==> config.mk <==
export PLATFORM = sky130hd
export DESIGN_NAME = rom_patch_remap_allocator
export DESIGN_NICKNAME = d
export VERILOG_FILES = /design/src/rpra_pkg.sv /design/src/rpra_ctrl.sv /design/src/rpra_dp.sv /design/src/rom_patch_remap_allocator.sv
export VERILOG_INCLUDE_DIRS = /design/src /design/src/src
export SDC_FILE = /design/constraint.sdc
export NUM_CORES = 2
export LEC_CHECK = 0
export BUFFER_PORTS_ARGS = -buffer_cell sky130_fd_sc_hd__buf_4
export CORE_ASPECT_RATIO = 1.5
export CORE_MARGIN = 2
export CORE_UTILIZATION = 35
export CTS_CLUSTER_DIAMETER = 150
export DETAILED_ROUTE_END_ITERATION = 12
export PLACE_DENSITY = 0.55
export SKIP_CTS_REPAIR_TIMING = 1
export SLEW_MARGIN = 0
export SYNTH_ARGS = -nofsm -noshare
export SYNTH_HDL_FRONTEND = slang
export SYNTH_SLANG_ARGS = --single-unit
==> constraint.sdc <==
create_clock -name clk_i -period 12.9 [get_ports clk_i]
set_clock_uncertainty 0.1 [all_clocks]
set_input_delay 1.29 -clock clk_i [delete_from_list [all_inputs] [get_ports clk_i]]
set_output_delay 1.29 -clock clk_i [all_outputs]
set_load 0.03 [all_outputs]
==> src/assert_macros.svh <==
// Assertion helpers for the RTL top level; clocked on clk_i, held off during reset.
`ifndef ASSERT_MACROS_SVH
`define ASSERT_MACROS_SVH

// check prop on every clock edge outside reset
`define RPRA_ASSERT(label, prop, msg) \
  label: assert property (@(posedge clk_i) disable iff (!rst_ni) (prop)) \
    else $error(msg);

// check cons in the cycle after ante
`define RPRA_ASSERT_NEXT(label, ante, cons, msg) \
  label: assert property (@(posedge clk_i) disable iff (!rst_ni) (ante) |=> (cons)) \
    else $error(msg);

`endif

==> src/rpra_pkg.sv <==
package rpra_pkg;

  localparam int NUM_REGIONS = 16;
  localparam int POOL_PAGES  = 16;
  localparam int SUB_W       = 4;
  localparam int SLOT_W      = (NUM_REGIONS > 1) ? $clog2(NUM_REGIONS) : 1;
  localparam int PAGE_W      = (POOL_PAGES > 1) ? $clog2(POOL_PAGES) : 1;
  localparam int ENTRY_W     = SLOT_W + SUB_W;
  localparam int NUM_ENTRIES = NUM_REGIONS * (2 ** SUB_W);
  localparam int CNT_W       = 5;
  localparam int TAG_W       = 12;

  localparam logic [4:0]  REGIONS_RESET = 5'd16;
  localparam logic [4:0]  LIMIT_RESET   = 5'd16;
  localparam logic [15:0] BASE_RESET    = 16'd0;
  localparam logic [16:0] SUBPAGE_BYTES = 17'h10000;

  typedef enum logic [2:0] {
    ST_NEW_PAGE  = 3'd0,
    ST_REUSED    = 3'd1,
    ST_SPANS     = 3'd2,
    ST_NO_FREE   = 3'd3,
    ST_EXHAUSTED = 3'd4,
    ST_NO_SLOTS  = 3'd5,
    ST_HIT       = 3'd6,
    ST_MISS      = 3'd7
  } status_e;

  typedef enum logic [1:0] {
    CFG_REGIONS_ENABLED = 2'd0,
    CFG_PAGE_LIMIT      = 2'd1,
    CFG_POOL_BASE       = 2'd2
  } cfg_idx_e;

  typedef enum logic {
    KIND_MAP    = 1'b0,
    KIND_LOOKUP = 1'b1
  } kind_e;

  typedef struct packed {
    logic capture;
    logic match;
    logic select;
    logic finish;
  } cmd_t;

endpackage

==> src/rpra_ctrl.sv <==
module rpra_ctrl (
  input  logic          clk_i,
  input  logic          rst_ni,
  input  logic          start_i,
  output logic          busy_o,
  output rpra_pkg::cmd_t cmd_o
);
  import rpra_pkg::*;

  typedef enum logic [3:0] {
    S_IDLE   = 4'b0001,
    S_MATCH  = 4'b0010,
    S_SELECT = 4'b0100,
    S_FINISH = 4'b1000
  } state_e;

  state_e state_q, state_d;

  always_comb begin
    state_d = state_q;
    cmd_o   = '0;
    unique case (state_q)
      S_IDLE: begin
        if (start_i) begin
          cmd_o.capture = 1'b1;
          state_d       = S_MATCH;
        end
      end
      S_MATCH: begin
        cmd_o.match = 1'b1;
        state_d     = S_SELECT;
      end
      S_SELECT: begin
        cmd_o.select = 1'b1;
        state_d      = S_FINISH;
      end
      S_FINISH: begin
        cmd_o.finish = 1'b1;
        state_d      = S_IDLE;
      end
      default: state_d = S_IDLE;
    endcase
  end

  always_ff @(posedge clk_i or negedge rst_ni) begin
    if (!rst_ni) begin
      state_q <= S_IDLE;
    end else begin
      state_q <= state_d;
    end
  end

  assign busy_o = (state_q != S_IDLE);

endmodule

==> src/rpra_dp.sv <==
module rpra_dp (
  input  logic           clk_i,
  input  logic           rst_ni,
  input  rpra_pkg::cmd_t cmd_i,
  input  logic           kind_i,
  input  logic [31:0]    addr_i,
  input  logic [16:0]    size_i,
  input  logic           cfg_we_i,
  input  logic [1:0]     cfg_index_i,
  input  logic [15:0]    cfg_data_i,
  output logic           result_valid_o,
  output logic [2:0]     status_o,
  output logic [3:0]     slot_o,
  output logic [3:0]     page_number_o,
  output logic [31:0]    backing_addr_o,
  output logic           copy_needed_o
);
  import rpra_pkg::*;

  // configuration
  logic [4:0]  regions_enabled_q;
  logic [4:0]  page_limit_q;
  logic [15:0] pool_base_q;

  // transaction
  logic        kind_q;
  logic [31:0] addr_q;
  logic [16:0] size_q;

  // region and sub-page state
  logic [NUM_REGIONS-1:0] region_valid_q;
  logic [TAG_W-1:0]       region_tag_q [NUM_REGIONS];
  logic [NUM_ENTRIES-1:0] subpage_valid_q;
  logic [PAGE_W-1:0]      page_mem [NUM_ENTRIES];
  logic [CNT_W-1:0]       pages_q;

  // search pipeline
  logic [NUM_REGIONS-1:0] match_q, match_d;
  logic [NUM_REGIONS-1:0] free_q, free_d;
  logic                   span_q;
  logic [16:0]            span_sum;
  logic [SLOT_W-1:0]      lo_match, hi_match, lo_free, slot_sel;
  logic [SLOT_W-1:0]      slot_q;
  logic                   found_q, found_sel;
  logic                   have_free_q;
  logic                   sp_valid_q;
  logic [PAGE_W-1:0]      page_rd_q;
  logic [ENTRY_W-1:0]     rd_entry, wr_entry;

  // finish decision
  status_e            res_status;
  logic               res_ok;
  logic               do_alloc;
  logic [PAGE_W-1:0]  res_page;
  logic               exhausted;
  logic [15:0]        res_frame;

  // result registers
  logic        result_valid_q;
  status_e     status_q;
  logic [3:0]  slot_out_q;
  logic [3:0]  page_out_q;
  logic [31:0] backing_q;
  logic        copy_q;

  always_ff @(posedge clk_i or negedge rst_ni) begin
    if (!rst_ni) begin
      regions_enabled_q <= REGIONS_RESET;
      page_limit_q      <= LIMIT_RESET;
      pool_base_q       <= BASE_RESET;
    end else if (cfg_we_i) begin
      unique case (cfg_index_i)
        CFG_REGIONS_ENABLED: regions_enabled_q <= cfg_data_i[4:0];
        CFG_PAGE_LIMIT:      page_limit_q      <= cfg_data_i[4:0];
        CFG_POOL_BASE:       pool_base_q       <= cfg_data_i;
        default: ;
      endcase
    end
  end

  always_ff @(posedge clk_i) begin
    if (cmd_i.capture) begin
      kind_q <= kind_i;
      addr_q <= addr_i;
      size_q <= size_i;
    end
  end

  assign span_sum = {1'b0, addr_q[15:0]} + size_q;

  always_comb begin
    for (int s = 0; s < NUM_REGIONS; s++) begin
      match_d[s] = (32'(s) < 32'(regions_enabled_q)) && region_valid_q[s] &&
                   (region_tag_q[s] == addr_q[31:20]);
      free_d[s]  = (32'(s) < 32'(regions_enabled_q)) && !region_valid_q[s];
    end
  end

  always_ff @(posedge clk_i) begin
    if (cmd_i.match) begin
      match_q <= match_d;
      free_q  <= free_d;
      span_q  <= (span_sum > SUBPAGE_BYTES);
    end
  end

  always_comb begin
    lo_match = '0;
    hi_match = '0;
    lo_free  = '0;
    for (int s = NUM_REGIONS - 1; s >= 0; s--) begin
      if (match_q[s]) lo_match = SLOT_W'(s);
      if (free_q[s])  lo_free  = SLOT_W'(s);
    end
    for (int s = 0; s < NUM_REGIONS; s++) begin
      if (match_q[s]) hi_match = SLOT_W'(s);
    end
  end

  always_comb begin
    found_sel = |match_q;
    if (kind_q == KIND_LOOKUP) begin
      slot_sel = lo_match;
    end else if (found_sel) begin
      slot_sel = hi_match;
    end else begin
      slot_sel = lo_free;
    end
  end

  assign rd_entry = {slot_sel, addr_q[19:16]};
  assign wr_entry = {slot_q, addr_q[19:16]};

  always_ff @(posedge clk_i) begin
    if (cmd_i.select) begin
      slot_q      <= slot_sel;
      found_q     <= found_sel;
      have_free_q <= |free_q;
      sp_valid_q  <= subpage_valid_q[rd_entry];
    end
  end

  always_ff @(posedge clk_i) begin
    if (do_alloc) begin
      page_mem[wr_entry] <= PAGE_W'(pages_q);
    end
    if (cmd_i.select) begin
      page_rd_q <= page_mem[rd_entry];
    end
  end

  assign exhausted = (pages_q >= page_limit_q) || (32'(pages_q) >= 32'(POOL_PAGES));

  always_comb begin
    res_status = ST_MISS;
    res_ok     = 1'b0;
    do_alloc   = 1'b0;
    res_page   = page_rd_q;
    if (kind_q == KIND_LOOKUP) begin
      if (found_q && sp_valid_q) begin
        res_status = ST_HIT;
        res_ok     = 1'b1;
      end
    end else if (regions_enabled_q == '0) begin
      res_status = ST_NO_SLOTS;
    end else if (span_q) begin
      res_status = ST_SPANS;
    end else if (!found_q && !have_free_q) begin
      res_status = ST_NO_FREE;
    end else if (sp_valid_q) begin
      res_status = ST_REUSED;
      res_ok     = 1'b1;
    end else if (exhausted) begin
      res_status = ST_EXHAUSTED;
    end else begin
      res_status = ST_NEW_PAGE;
      res_ok     = 1'b1;
      res_page   = PAGE_W'(pages_q);
      do_alloc   = cmd_i.finish;
    end
  end

  assign res_frame = pool_base_q + 16'(res_page);

  always_ff @(posedge clk_i or negedge rst_ni) begin
    if (!rst_ni) begin
      region_valid_q  <= '0;
      subpage_valid_q <= '0;
      pages_q         <= '0;
      result_valid_q  <= 1'b0;
    end else begin
      result_valid_q <= cmd_i.finish;
      if (do_alloc) begin
        region_valid_q[slot_q]    <= 1'b1;
        subpage_valid_q[wr_entry] <= 1'b1;
        pages_q                   <= pages_q + 1'b1;
      end
    end
  end

  always_ff @(posedge clk_i) begin
    if (do_alloc && !found_q) begin
      region_tag_q[slot_q] <= addr_q[31:20];
    end
  end

  always_ff @(posedge clk_i) begin
    if (cmd_i.finish) begin
      status_q   <= res_status;
      slot_out_q <= res_ok ? 4'(slot_q) : 4'd0;
      page_out_q <= res_ok ? 4'(res_page) : 4'd0;
      backing_q  <= res_ok ? {res_frame, addr_q[15:0]} : 32'd0;
      copy_q     <= (res_status == ST_NEW_PAGE);
    end
  end

  assign result_valid_o = result_valid_q;
  assign status_o       = status_q;
  assign slot_o         = slot_out_q;
  assign page_number_o  = page_out_q;
  assign backing_addr_o = backing_q;
  assign copy_needed_o  = copy_q;

endmodule

==> src/rom_patch_remap_allocator.sv <==
// Channel   Handshake                    Payload
// request   start / busy                 kind_i, addr_i, size_i
// result    result_valid_o (one cycle)   status_o, slot_o, page_number_o,
//                                        backing_addr_o, copy_needed_o
// config    cfg_valid_i / cfg_ready_o    cfg_index_i, cfg_data_i
//
// One transaction at a time, in order: accept, parallel tag compare over the
// region slots, priority select with sub-page memory read, decide and update.
// The result strobe is registered from the decide step; busy is low again in
// the cycle the result is shown, so the next request may start then.
// Asynchronous active-low reset clears all slots, sub-pages and the page count.
// The receiver cannot stall; configuration is taken whenever busy is low.
`include "assert_macros.svh"

module rom_patch_remap_allocator (
  input  logic        clk_i,
  input  logic        rst_ni,
  input  logic        start,
  output logic        busy,
  input  logic        kind_i,
  input  logic [31:0] addr_i,
  input  logic [16:0] size_i,
  input  logic        cfg_valid_i,
  output logic        cfg_ready_o,
  input  logic [1:0]  cfg_index_i,
  input  logic [15:0] cfg_data_i,
  output logic        result_valid_o,
  output logic [2:0]  status_o,
  output logic [3:0]  slot_o,
  output logic [3:0]  page_number_o,
  output logic [31:0] backing_addr_o,
  output logic        copy_needed_o
);
  import rpra_pkg::*;

  cmd_t cmd;
  logic busy_int;

  rpra_ctrl u_ctrl (
    .clk_i   (clk_i),
    .rst_ni  (rst_ni),
    .start_i (start),
    .busy_o  (busy_int),
    .cmd_o   (cmd)
  );

  rpra_dp u_dp (
    .clk_i          (clk_i),
    .rst_ni         (rst_ni),
    .cmd_i          (cmd),
    .kind_i         (kind_i),
    .addr_i         (addr_i),
    .size_i         (size_i),
    .cfg_we_i       (cfg_valid_i && cfg_ready_o),
    .cfg_index_i    (cfg_index_i),
    .cfg_data_i     (cfg_data_i),
    .result_valid_o (result_valid_o),
    .status_o       (status_o),
    .slot_o         (slot_o),
    .page_number_o  (page_number_o),
    .backing_addr_o (backing_addr_o),
    .copy_needed_o  (copy_needed_o)
  );

  assign busy        = busy_int;
  assign cfg_ready_o = !busy_int;

  `RPRA_ASSERT(a_result_latency, (start && !busy) |-> ##4 result_valid_o, "result missing")
  `RPRA_ASSERT(a_result_idle, result_valid_o |-> !busy, "result while busy")
  `RPRA_ASSERT_NEXT(a_single_result, result_valid_o, !result_valid_o, "repeated result")
  `RPRA_ASSERT(a_busy_after_start, $rose(busy) |-> $past(start), "busy without start")

endmodule

==> run_results.csv <==
group,metric,value,unit
detailed_routing,drcViolationCount,0,
critical_path,max_stage_delay,1.06,ns
critical_path,end_kind,"register",
global_routing,grt.total_usage,0.172,
clock_network,clock_latency,0.79,ns
timing,rsz0062_at_grt,"no",
timing,maxSlewHeadroom,0.0484,
critical_path,crit_path_top_delay_cell,"dfrtp_4",
detailed_routing,dr.pass1.iters,5,
min_path,hold_path.class,"register to register",
finish,drive_gt1_frac,0.233,
floorplan,fp.dieW,364,um
placed_design,dpl_cell_area,71800,um^2
floorplan,start_util,0.351,
yosys,synth_edf_count,1354,
power_and_ir_drop,p_total,12.3,mW
yosys,avgSynthCellArea,18.1,um^2
critical_path,start_kind,"register",
clock_network,htree_levels,4,
placed_design,gp_congestion,0.799,
clock_network,cts_root_buf,"clkbuf_16",
clock_network,clk_path_buf_depth,4,
timing,hold_violations,0,
timing,slew_violations,0,
yosys,yosysSeqAreaShare,0.712,
critical_path,path_max_fanout,86,
detailed_routing,wl_per_cell,25.8,um
yosys,syn_area,67900,um^2
yosys,yosys.area_share.simple,0.0521,
yosys,synth_fa_ha_area_frac,0.00538,
global_routing,antenna_found_initial,2,
global_routing,grt_pass1_wl,252000,um
critical_path,crit_family,"simple AND/OR/NAND/NOR gates",
detailed_routing,routed_wirelength,170000,um
floorplan,core_area,193000,um^2
finish,fin_nets,3982,
yosys,synth_top_cell_by_area,"edfxtp_1",
clock_network,cts_sinks,1662,
critical_path,arrival,5.81,ns
power_and_ir_drop,cellLeakagePower,22.8,nW
yosys,synth_top_family_by_area,"multiplexers",
finish,area_growth,13.2,%
floorplan,die_h,544,um
clock_network,cts_tree,"built",
global_routing,grt_overflow,0,
yosys,async_flop_share,0.185,
placed_design,place_ws,7.36,ns
timing,fin_ws,7.43,ns
yosys,yosys.area_share.xor_xnor,0.0271,
finish,fin_area,76900,um^2
detailed_routing,vias,34409,
critical_path,cp.required,13.24,ns
timing,fin_crit,5.47,ns
critical_path,cp_num_buf_inv,3,
yosys,synth_area_leaders,"edfxtp_1 60%, mux4_2 13%, dfrtp_1 11%, o21bai_1 3.1%, xnor2_1 1.8%",
critical_path,crit_type,"register to register",
placed_design,port_buffers,118,
timing,fmax,183,MHz
yosys,synth_top_area_share,0.598,
timing,fin_tns_setup,0,ns
finish,fill_cells,17396,
detailed_routing,routed_via_density,5.21,
finish,final_common_cell,"edfxtp_1",
critical_path,rrSetupSlack,7.43,ns
clock_network,cts_buffers,162,
yosys,synth_nets,3846,
detailed_routing,drt-initial-drc-count,2677,
yosys,synth_mux_area_frac,0.139,
yosys,synth_compound_area_frac,0.0474,
critical_path,crit_chain,"inv_1 -> ha_1 -> nand2b_1 -> a21o_1 -> a21o_1 -> a21oi_2 -> o211ai_2 -> nor2b_1 -> or3b_4 -> buf_4 -> buf_4 -> nor2_1",
global_routing,grt_max_degree,184,
yosys,synthCells,3746,
floorplan,die_area,198000,um^2
power_and_ir_drop,peakVddDrop,0.112,mV
timing,min_period_over_period,0.424,
yosys,synth-seq-cells,1662,
outcome,status,"completed",
run,cap_violations,0,
yosys,ys_types,72,
timing,tightestPinTransition,1.41,ns
detailed_routing,drtAntennaViolNets,0,
finish,final_core_util,0.398,
floorplan,row_count,198,
floorplan,io_pins,119,
global_routing,grt_pass1_vias,36563,
timing,setup_viol_count_final,0,
power_and_ir_drop,p_per_area,160,nW/um^2
yosys,synth-main-ff-cell,"edfxtp_1",
yosys,yosysWarnings,0,
finish,final_cell_mix,"1354 x edfxtp_1, 400 x mux4_2, 301 x dfrtp_1, 288 x nor2_1, 278 x o21bai_1",
placed_design,dp_hpwl,104000,um
clock_network,clkTransAtPathRegs,0.06,ns
-- where the power goes --
| part | internal, mW | switching (mW) | total (mW) |
|---|---|---|---|
| clock | 2.67 | 2.01 | 4.68 |
| combinational | 0.572 | 0.963 | 1.54 |
| sequential | 5.95 | 0.115 | 6.07 |
-- worst paths after layout --
check,end,cells after the start,start
max in group asynchronous,u_dp.region_valid_q[7],2,rst_ni
min in group asynchronous,u_dp.subpage_valid_q[202],1,rst_ni
hold reg to reg,u_dp.subpage_valid_q[123],1,u_dp.subpage_valid_q[123]
hold / removal,u_dp.subpage_valid_q[123],1,u_dp.subpage_valid_q[123]
setup / recovery,u_dp.page_mem[17][3],12,u_dp.pages_q[0]
setup reg to reg,u_dp.page_mem[17][3],12,u_dp.pages_q[0]
-- cell usage after synthesis, drive strengths merged (60+ instances only) --
master / n
mux4: 400
clkbuf: 106
xor2: 71
a21oi: 72
xnor2: 139
nand2: 98
o21bai: 278
edfxtp: 1354
buf: 114
nor2: 330
dfrtp: 305
nand3: 60
-- routing by layer --
| metal | routed length, um | GRT usage | vias up |
|---|---|---|---|
| met5 | 0 | 0 | - |
| met4 | 4890 | 0.0512 | 0 |
| met3 | 7380 | 0.0226 | 274 |
| met2 | 93100 | 0.322 | 895 |
| met1 | 64900 | 0.202 | 18279 |
| li1 | - | - | 14961 |
-- final cells by class --
cell class | instances | area, um^2 | area share
repair buffers | 192 | 1570 | 0.0205
clock inverters | 63 | 651 | 0.00846
multi-input cells | 1836 | 18500 | 0.240
flip-flops and latches | 1662 | 48400 | 0.629
diodes | 1 | 2.50 | 0.0000325
well taps | 2600 | 3250 | 0.0423
inverters | 28 | 105 | 0.00137
clock buffers | 221 | 4470 | 0.0581
-- logic make-up (layout without fill, tap and decap cells) --
family | count (synthesis) | count (layout)
AO/OA/AOI/OAI | 466 | 466
buffers and inverters | 248 | 504
other | 0 | 1
multiplexers | 437 | 437
flip-flops | 1662 | 1662
XOR/XNOR | 210 | 210
adder cells (fa/ha/maj) | 28 | 28
AND/OR/NAND/NOR | 695 | 695
-- state kept, by name, indices dropped and copies added, names as in the netlist, 5 cells and up --
| register | flops |
|---|---|
| u_dp.subpage_valid_q | 256 |
| u_dp.free_q | 16 |
| u_dp.region_tag_q | 192 |
| u_dp.region_valid_q | 16 |
| u_dp.regions_enabled_q | 5 |
| u_dp.match_q | 16 |
| u_dp.pool_base_q | 16 |
| u_dp.size_q | 17 |
| u_dp.addr_q | 32 |
| u_dp.page_limit_q | 5 |
| u_dp.pages_q | 5 |
| u_dp.backing_addr_o | 32 |
| u_dp.page_mem | 1024 |
-- through the flow --
step / hold slack (ns) / std cells
floorplan: 0.338 / 3746
global placement: 0.352 / 6318
global route: 0.377 / 6603
detailed placement: 0.356 / 6318
CTS: 0.373 / 6602
finish: 0.368 / 6603
-- worst register-to-register path: stages, from the launching register on --
cell and delay, ns:
dfrtp_4 1.06, inv_1 0.22, ha_1 0.34, nand2b_1 0.14, a21o_1 0.17, a21o_1 0.19
a21oi_2 0.16, o211ai_2 0.19, nor2b_1 0.66, or3b_4 0.62, buf_4 0.35, buf_4 0.55
nor2_1 0.37
No activity file was read; power rests on OpenSTA's default activity.
